`config.mk`:
```
export PLATFORM = sky130hd
export DESIGN_NAME = utf8_line_break_marker_core_flat
export DESIGN_NICKNAME = d
export VERILOG_FILES = /design/src/sv/ulbm_pkg.sv /design/src/sv/ulbm_in_if.sv /design/src/sv/ulbm_out_if.sv /design/src/sv/utf8_line_break_marker_core.sv /design/src/flat_wrapper.sv
export SDC_FILE = /design/constraint.sdc
export NUM_CORES = 1
export LEC_CHECK = 0
export BUFFER_PORTS_ARGS = -buffer_cell sky130_fd_sc_hd__buf_2
export CAP_MARGIN = 20
export CORE_MARGIN = 2
export CORE_UTILIZATION = 53
export CTS_BUF_LIST = sky130_fd_sc_hd__clkbuf_4 sky130_fd_sc_hd__clkbuf_8 sky130_fd_sc_hd__clkbuf_16
export CTS_CLUSTER_SIZE = 24
export DETAILED_ROUTE_END_ITERATION = 12
export HOLD_SLACK_MARGIN = 0.1
export PLACE_DENSITY = 0.8
export SKIP_CTS_REPAIR_TIMING = 1
export SYNTH_ARGS = -nofsm -noshare
export SYNTH_HDL_FRONTEND = slang
export SYNTH_SLANG_ARGS = --single-unit
```
`constraint.sdc`:
```
create_clock -name clk -period 3.8 [get_ports clk]
set_clock_uncertainty 0.15 [all_clocks]
set_input_delay 0.57 -clock clk [delete_from_list [all_inputs] [get_ports clk]]
set_output_delay 0.57 -clock clk [all_outputs]
set_load 0.05 [all_outputs]
```
`src/sv/ulbm_pkg.sv`:
```
`default_nettype none

package ulbm_pkg;

  localparam int unsigned ByteW = 8;

  localparam logic [ByteW-1:0] ByteLf    = 8'h0A;
  localparam logic [ByteW-1:0] ByteCr    = 8'h0D;
  localparam logic [ByteW-1:0] ByteC2    = 8'hC2;
  localparam logic [ByteW-1:0] ByteNel   = 8'h85;
  localparam logic [ByteW-1:0] ByteE2    = 8'hE2;
  localparam logic [ByteW-1:0] Byte80    = 8'h80;
  localparam logic [ByteW-1:0] ByteLs    = 8'hA8;
  localparam logic [ByteW-1:0] BytePs    = 8'hA9;

  // one result transaction
  typedef struct packed {
    logic line_break;
    logic crlf_carriage_return;
    logic past_end_position;
    logic last_of_run;
  } result_t;

endpackage

`default_nettype wire

```
`src/sv/ulbm_in_if.sv`:
```
`default_nettype none

interface ulbm_in_if
  import ulbm_pkg::*;
();
  logic             valid;
  logic             ready;
  logic [ByteW-1:0] data_byte;
  logic             end_of_text;

  modport source (output valid, output data_byte, output end_of_text, input ready);
  modport sink   (input valid, input data_byte, input end_of_text, output ready);
endinterface

`default_nettype wire

```
`src/sv/ulbm_out_if.sv`:
```
`default_nettype none

interface ulbm_out_if;
  logic valid;
  logic ready;
  logic line_break;
  logic crlf_carriage_return;
  logic past_end_position;
  logic last_of_run;

  modport source (output valid, output line_break, output crlf_carriage_return,
                  output past_end_position, output last_of_run, input ready);
  modport sink   (input valid, input line_break, input crlf_carriage_return,
                  input past_end_position, input last_of_run, output ready);
endinterface

`default_nettype wire

```
`src/sv/utf8_line_break_marker_core.sv`:
```
`default_nettype none

// channel | dir | payload                                          | handshake
// in_ch   | in  | data_byte[7:0], end_of_text                      | valid/ready
// out_ch  | out | line_break, crlf_carriage_return,                | valid/ready
//         |     | past_end_position, last_of_run                   |
//
// a text byte's result appears one byte later (lookahead)
// an end transaction with a held byte gives two results in turn and blocks
// input for the second; others sustain one per cycle unless out_ch stalls
// rst_n is synchronous active low and clears the held byte and output valids
// a full output register is refilled in the cycle it is taken, so a stall on
// out_ch stalls in_ch only while no slot frees up

module utf8_line_break_marker_core
  import ulbm_pkg::*;
(
  input  wire          clk,
  input  wire          rst_n,
  ulbm_in_if.sink      in_ch,
  ulbm_out_if.source   out_ch
);

  // lookahead and multi-byte sequence state
  logic    held_valid_r, held_valid_nxt;
  logic    held_break_r, held_break_nxt;
  logic    held_is_cr_r, held_is_cr_nxt;
  logic    after_c2_r, after_c2_nxt;
  logic    after_e2_r, after_e2_nxt;
  logic    after_e2_80_r, after_e2_80_nxt;

  // output register and second-result slot for end transactions
  logic    out_valid_r, out_valid_nxt;
  result_t out_res_r, out_res_nxt;
  logic    pend_valid_r, pend_valid_nxt;
  logic    pend_break_r, pend_break_nxt;

  logic    slot_free;
  logic    in_fire;
  logic    brk;
  logic    is_lf;
  logic    crlf;

  // output slot frees when empty or taken this cycle
  assign slot_free    = !out_valid_r || out_ch.ready;
  assign in_ch.ready  = slot_free && !pend_valid_r;
  assign in_fire      = in_ch.valid && in_ch.ready;

  assign is_lf = (in_ch.data_byte == ByteLf);
  assign brk   = ((in_ch.data_byte >= ByteLf) && (in_ch.data_byte <= ByteCr))
              || (after_c2_r && (in_ch.data_byte == ByteNel))
              || (after_e2_80_r && ((in_ch.data_byte == ByteLs)
                                  || (in_ch.data_byte == BytePs)));
  assign crlf  = held_is_cr_r && is_lf;

  always_comb begin
    held_valid_nxt  = held_valid_r;
    held_break_nxt  = held_break_r;
    held_is_cr_nxt  = held_is_cr_r;
    after_c2_nxt    = after_c2_r;
    after_e2_nxt    = after_e2_r;
    after_e2_80_nxt = after_e2_80_r;
    out_valid_nxt   = out_valid_r && !out_ch.ready;
    out_res_nxt     = out_res_r;
    pend_valid_nxt  = pend_valid_r;
    pend_break_nxt  = pend_break_r;

    if (pend_valid_r && slot_free) begin
      // second result of an end transaction: past-end position
      out_valid_nxt                    = 1'b1;
      out_res_nxt.line_break           = pend_break_r;
      out_res_nxt.crlf_carriage_return = 1'b0;
      out_res_nxt.past_end_position    = 1'b1;
      out_res_nxt.last_of_run          = 1'b1;
      pend_valid_nxt                   = 1'b0;
    end else if (in_fire) begin
      if (in_ch.end_of_text) begin
        out_valid_nxt                    = 1'b1;
        out_res_nxt.crlf_carriage_return = 1'b0;
        if (held_valid_r) begin
          // flush held byte, past-end result follows next
          out_res_nxt.line_break        = held_break_r;
          out_res_nxt.past_end_position = 1'b0;
          out_res_nxt.last_of_run       = 1'b0;
          pend_valid_nxt                = 1'b1;
          pend_break_nxt                = !held_break_r;
        end else begin
          // empty stream
          out_res_nxt.line_break        = 1'b0;
          out_res_nxt.past_end_position = 1'b1;
          out_res_nxt.last_of_run       = 1'b1;
        end
        held_valid_nxt  = 1'b0;
        held_break_nxt  = 1'b0;
        held_is_cr_nxt  = 1'b0;
        after_c2_nxt    = 1'b0;
        after_e2_nxt    = 1'b0;
        after_e2_80_nxt = 1'b0;
      end else begin
        if (held_valid_r) begin
          // result for the held byte, now that its successor is known
          out_valid_nxt                    = 1'b1;
          out_res_nxt.line_break           = held_break_r && !crlf;
          out_res_nxt.crlf_carriage_return = crlf;
          out_res_nxt.past_end_position    = 1'b0;
          out_res_nxt.last_of_run          = 1'b1;
        end
        held_valid_nxt  = 1'b1;
        held_break_nxt  = brk;
        held_is_cr_nxt  = (in_ch.data_byte == ByteCr);
        after_e2_80_nxt = after_e2_r && (in_ch.data_byte == Byte80);
        after_c2_nxt    = (in_ch.data_byte == ByteC2);
        after_e2_nxt    = (in_ch.data_byte == ByteE2);
      end
    end
  end

  always_ff @(posedge clk) begin
    if (!rst_n) begin
      held_valid_r  <= 1'b0;
      held_break_r  <= 1'b0;
      held_is_cr_r  <= 1'b0;
      after_c2_r    <= 1'b0;
      after_e2_r    <= 1'b0;
      after_e2_80_r <= 1'b0;
      out_valid_r   <= 1'b0;
      pend_valid_r  <= 1'b0;
    end else begin
      held_valid_r  <= held_valid_nxt;
      held_break_r  <= held_break_nxt;
      held_is_cr_r  <= held_is_cr_nxt;
      after_c2_r    <= after_c2_nxt;
      after_e2_r    <= after_e2_nxt;
      after_e2_80_r <= after_e2_80_nxt;
      out_valid_r   <= out_valid_nxt;
      pend_valid_r  <= pend_valid_nxt;
    end
  end

  // payload registers, no reset
  always_ff @(posedge clk) begin
    out_res_r    <= out_res_nxt;
    pend_break_r <= pend_break_nxt;
  end

  assign out_ch.valid                = out_valid_r;
  assign out_ch.line_break           = out_res_r.line_break;
  assign out_ch.crlf_carriage_return = out_res_r.crlf_carriage_return;
  assign out_ch.past_end_position    = out_res_r.past_end_position;
  assign out_ch.last_of_run          = out_res_r.last_of_run;

endmodule

`default_nettype wire
```
`src/flat_wrapper.sv`:
```
// flat-port wrapper written by rule: the top's interface ports become plain ports
module utf8_line_break_marker_core_flat import ulbm_pkg::*;
  (clk, rst_n, in_ch_valid, in_ch_data_byte, in_ch_end_of_text, in_ch_ready, out_ch_valid, out_ch_line_break, out_ch_crlf_carriage_return, out_ch_past_end_position, out_ch_last_of_run, out_ch_ready);
  ulbm_in_if in_ch_i ();
  ulbm_out_if out_ch_i ();
  input  wire clk;
  input  wire rst_n;
  input wire logic [$bits(in_ch_i.valid)-1:0] in_ch_valid;
  input wire logic [$bits(in_ch_i.data_byte)-1:0] in_ch_data_byte;
  input wire logic [$bits(in_ch_i.end_of_text)-1:0] in_ch_end_of_text;
  output wire logic [$bits(in_ch_i.ready)-1:0] in_ch_ready;
  output wire logic [$bits(out_ch_i.valid)-1:0] out_ch_valid;
  output wire logic [$bits(out_ch_i.line_break)-1:0] out_ch_line_break;
  output wire logic [$bits(out_ch_i.crlf_carriage_return)-1:0] out_ch_crlf_carriage_return;
  output wire logic [$bits(out_ch_i.past_end_position)-1:0] out_ch_past_end_position;
  output wire logic [$bits(out_ch_i.last_of_run)-1:0] out_ch_last_of_run;
  input wire logic [$bits(out_ch_i.ready)-1:0] out_ch_ready;
  assign in_ch_i.valid = in_ch_valid;
  assign in_ch_i.data_byte = in_ch_data_byte;
  assign in_ch_i.end_of_text = in_ch_end_of_text;
  assign in_ch_ready = in_ch_i.ready;
  assign out_ch_valid = out_ch_i.valid;
  assign out_ch_line_break = out_ch_i.line_break;
  assign out_ch_crlf_carriage_return = out_ch_i.crlf_carriage_return;
  assign out_ch_past_end_position = out_ch_i.past_end_position;
  assign out_ch_last_of_run = out_ch_i.last_of_run;
  assign out_ch_i.ready = out_ch_ready;
  utf8_line_break_marker_core u_core (.clk(clk), .rst_n(rst_n), .in_ch(in_ch_i), .out_ch(out_ch_i));
endmodule
```
# == Word-level counts from Yosys, hierarchy flattened ==
# Index checks and enable logic that the tools add are counted.
# W data, S select, Z words.
# word_totals
reg_bits,13
out_inout_bits,6
wordCells,69
input_bits,13
# classes
muxes,16
magnitude_cmp,2
n_reduce_logical,28
eq_ne,8
n_bitwise,2
# op_table
op,count
$eq A8 B8 Y1 const B,6
$eq A8 B4 Y1 const B,2
$mux W4,4
$mux W1,11
$logic_and A1 B1 Y1,10
$ge A8 B4 Y1 const B,1
$le A8 B4 Y1 const B,1
$reduce_and A2 Y1,3
$logic_not A1 Y1,5
$logic_or A1 B1 Y1,4
$reduce_and A4 Y1,1
$reduce_bool A2 Y1,2
$reduce_and A3 Y1,1
$reduce_bool A3 Y1,1
$mux W2,1
$not A1 Y1,2
$reduce_or A2 Y1,1

# == Longest topological paths before layout ==
# depth
ltp_word,8
depth_mapped,5

# == Worst setup path before layout ==
# Ideal clock, no wire load.
# synth_path
path_kind,register to output
start,"register u_core.out_valid_r, in the netlist u_core.out_ch.valid"
end,output in_ch_ready
arrival_time_ps,1373
n_path_buf,0
path_slack_ps,1707
stages_incl_launch_ff,3
cell_sequence,dfxtp_1 -> nor2b_1 -> nor2_1
# synth_via
elab_chain_cells,3
# synth_lines
item,line_no,source
"start, declared",utf8_line_break_marker_core.sv:33,"logic out_valid_r, out_valid_nxt;"
"start signal, assigned",utf8_line_break_marker_core.sv:135,out_valid_r <= out_valid_nxt;
$logic_not A1 Y1,utf8_line_break_marker_core.sv:45,assign slot_free = !out_valid_r || out_ch.ready;
$logic_or A1 B1 Y1,utf8_line_break_marker_core.sv:45,
$logic_and A1 B1 Y1,utf8_line_break_marker_core.sv:46,assign in_ch.ready = slot_free && !pend_valid_r;
"end, declared",flat_wrapper.sv:11,output wire logic [$bits(in_ch_i.ready)-1:0] in_ch_ready;
# Every way passes these cells.

# == Worst setup path in the final report ==
# Same ends and word-level chain as after synthesis.

==> key figures <==
Clock tree
  • Clock buffer count from CTS: 3
  • Reg clk slew, reported paths: 0.09 ns
  • CTS tree: yes
  • Clk root buf: clkbuf_4
  • Max clock buf depth: 2
  • Clock Sinks: 13
  • H-tree Lvls: 1
  • Clock latency on the worst-skew pair: 0.28 ns

Critical path
  • CP max stage cell: dfxtp_1
  • CP cell instances: nor2b_1 -> nor2_1 -> buf_2
  • CP Launch Type: register
  • WS Path Type: register to output pin
  • Worst Path Required: just over 3 ns
  • Worst Path Max Fanout: 3
  • CP peak stage delay: 0.33 ns
  • Crit end category: output pin
  • CP arrival: around 1.2 ns

Cells and area
  • # diodes: 0
  • Commonest non-fill, non-tap cell in the layout: buf_2
  • Fillers: around 110
  • Post-route cell area: 821 um2
  • Commonest non-fill, non-tap cells in the layout: 18 x buf_2, 11 x dfxtp_1, 6 x nor2_1, 6 x nand2_1
  • P&R area growth vs syn: 16.7%
  • Share of cells above drive strength 1: 0.302
  • Final Net Count: 110

STA
  • Fmax: 0.531 GHz
  • Hold Fails Final Rpt: 0
  • Post-route setup TNS: 0 ns
  • # setup viols final: 0
  • Final min period: 1.88 ns
  • Slew Viols, Final: 0
  • Slew margin rel.: 0.699
  • Slew of the pin with the lowest slew margin: ~0.44 ns
  • RSZ-0062 raised after global routing: no
  • Fin crit share: 0.496

Global route
  • All-Layer GR Usage: 0.217
  • Grt total ovfl: 0
  • Largest net degree at the start of global routing: 12
  • First-pass GRT wire length: 2320 um
  • Initial antenna violation count: 0
  • Number of global-route vias before repair: 548

Routing
  • Routed WL: between 1000 and 1500 um
  • DR pass1 iterations: 4
  • WL/cell: 12.5 um
  • Via count: approximately 630
  • Vias/cell: ~5.7
  • Post-DRT Antenna Nets: 0
  • # DRC: 0
  • DRT iter0 DRCs: 18

Place
  • Routability congestion estimate: 0.769
  • Port buffer count: 18
  • Area post-placement: 793 um2

Synthesis
  • Area leader, netlist: dfxtp_1
  • Syn nets: 89
  • Ranking of synthesized cells by area: dfxtp_1 31%, edfxtp_1 8.5%, a21boi_1 5.3%
  • Synth warn: 0
  • Post-synth top area share: 0.313
  • Seq/Total Area, Yosys: 0.399
  • Synth Register Bits: 13
  • Library cells used by synthesis: 34
  • Cells after synthesis: 76
  • Post-Syn Area per Cell: 9.25 um2
  • Mapped cell area: between 700 and 800 um2

Status
  • Outcome: complete, no violations

Floorplanning
  • Initial Utilization: 0.554
  • Rows: 13
  • Ports: 19
  • Die height: 40.4 um
  • Die ar.: 1630 um2
  • Core Footprint: 1270 um2
  • Die Width: 40.4 um

Flow run
  • Max-cap violations: 0

Power
  • Max VDD drop: approximately 0.26 mV
  • Static Leak: approximately 0.32 nW
  • PD cells: between 300 and 400 nW/um2

Worst hold path
  • Worst hold path class: register to register
[sequential cells by signal, summed over array words and instances, names as in the netlist]
signal                              flops
u_core.after_c2_r                       1
u_core.after_e2_80_r                    1
u_core.after_e2_r                       1
u_core.held_break_r                     1
u_core.held_is_cr_r                     1
u_core.held_valid_r                     1
u_core.out_ch.crlf_carriage_return      1
u_core.out_ch.last_of_run               1
u_core.out_ch.line_break                1
u_core.out_ch.past_end_position         1
u_core.out_ch.valid                     1
u_core.pend_break_r                     1
u_core.pend_valid_r                     1
[Yosys cell counts]
master and number:
dfxtp_1 11, nand2_1 6, nor2_1 6, a21boi_1 5, nand3_1 5, o21ai_1 4
a21oi_1 3, and3_1 2, edfxtp_1 2, inv_1 2, nand2b_1 2, nand3b_1 2
nand4_1 2, nor2b_1 2, nor4b_1 2, o21ai_0 2, a21boi_2 1, a32o_1 1
and2_0 1, and4_1 1, and4b_1 1, buf_4 1, buf_6 1, inv_2 1
nor2_4 1, nor3_1 1, nor3_2 1, nor4b_2 1, nor4b_4 1, o211a_1 1
o21a_1 1, o311ai_1 1, or3_4 1, xnor2_1 1
[power by group]
part / switching [mW] / internal (mW)
Clock: 0.0479 / 0.0391
Combinational: 0.0473 / 0.0204
Sequential: 0.00412 / 0.147
Total: 0.0993 / 0.206
[critical path: cells and delay by family, from the launching register on]
family / cells / cell delay, ns
simple gates: 2 / 0.27
buf+inv: 1 / 0.28
flops: 1 / 0.33
[final timing paths]
path / startpoint / depth (start not counted) / end / slack, ns
hold / removal: u_core.after_e2_80_r / 2 / u_core.after_e2_80_r / 0.31
setup / recovery: u_core.out_ch.valid / 3 / in_ch_ready / 1.92
hold reg to reg: u_core.after_e2_80_r / 2 / u_core.after_e2_80_r / 0.31
setup reg to reg: u_core.out_ch.valid / 3 / u_core.pend_break_r / 2.27
[metal layers]
metal | wire length (um) | GRT usage | up-vias
li1 | - | - | 324
met1 | 644 | 0.277 | 285
met2 | 672 | 0.341 | 22
met3 | 69 | 0.0667 | 0
met4 | 0 | 0.0750 | 0
met5 | 0 | 0 | -
[cell families (layout without fill, tap and decap cells)]
group / after synthesis / in the layout / share of synthesized area
flip-flops: 13 / 13 / 0.399
XOR/XNOR: 1 / 1 / 0.0125
buffers and inverters: 5 / 25 / 0.0427
AND/OR/NAND/NOR: 38 / 38 / 0.361
AO/OA/AOI/OAI: 19 / 19 / 0.185
[cell type report]
cell class | instances | area [um2] | share of cell area
sequential | 13 | 280 | 0.341
tap | 15 | 18.8 | 0.0229
multi-input combinational | 58 | 393 | 0.479
clock buffer | 3 | 22.5 | 0.0274
timing repair buffer | 18 | 90.1 | 0.110
clock inverter | 1 | 5.00 | 0.00610
inverter | 3 | 11.3 | 0.0137
[through the flow]
stage	setup slack [ns]	hold slack, ns	total power [mW]	util	std cells
final	1.92	0.312	0.305	0.647	111
after global routing	1.81	0.337	0.322	0.647	111
after CTS	1.91	0.318	0.306	0.647	111
after detailed placement	1.84	0.295	0.221	0.625	107
after global placement	1.86	0.289	0.221	0.625	107
after floorplan	1.71	0.277	0.202	-	76
No activity file was read; power rests on OpenSTA's default activity.
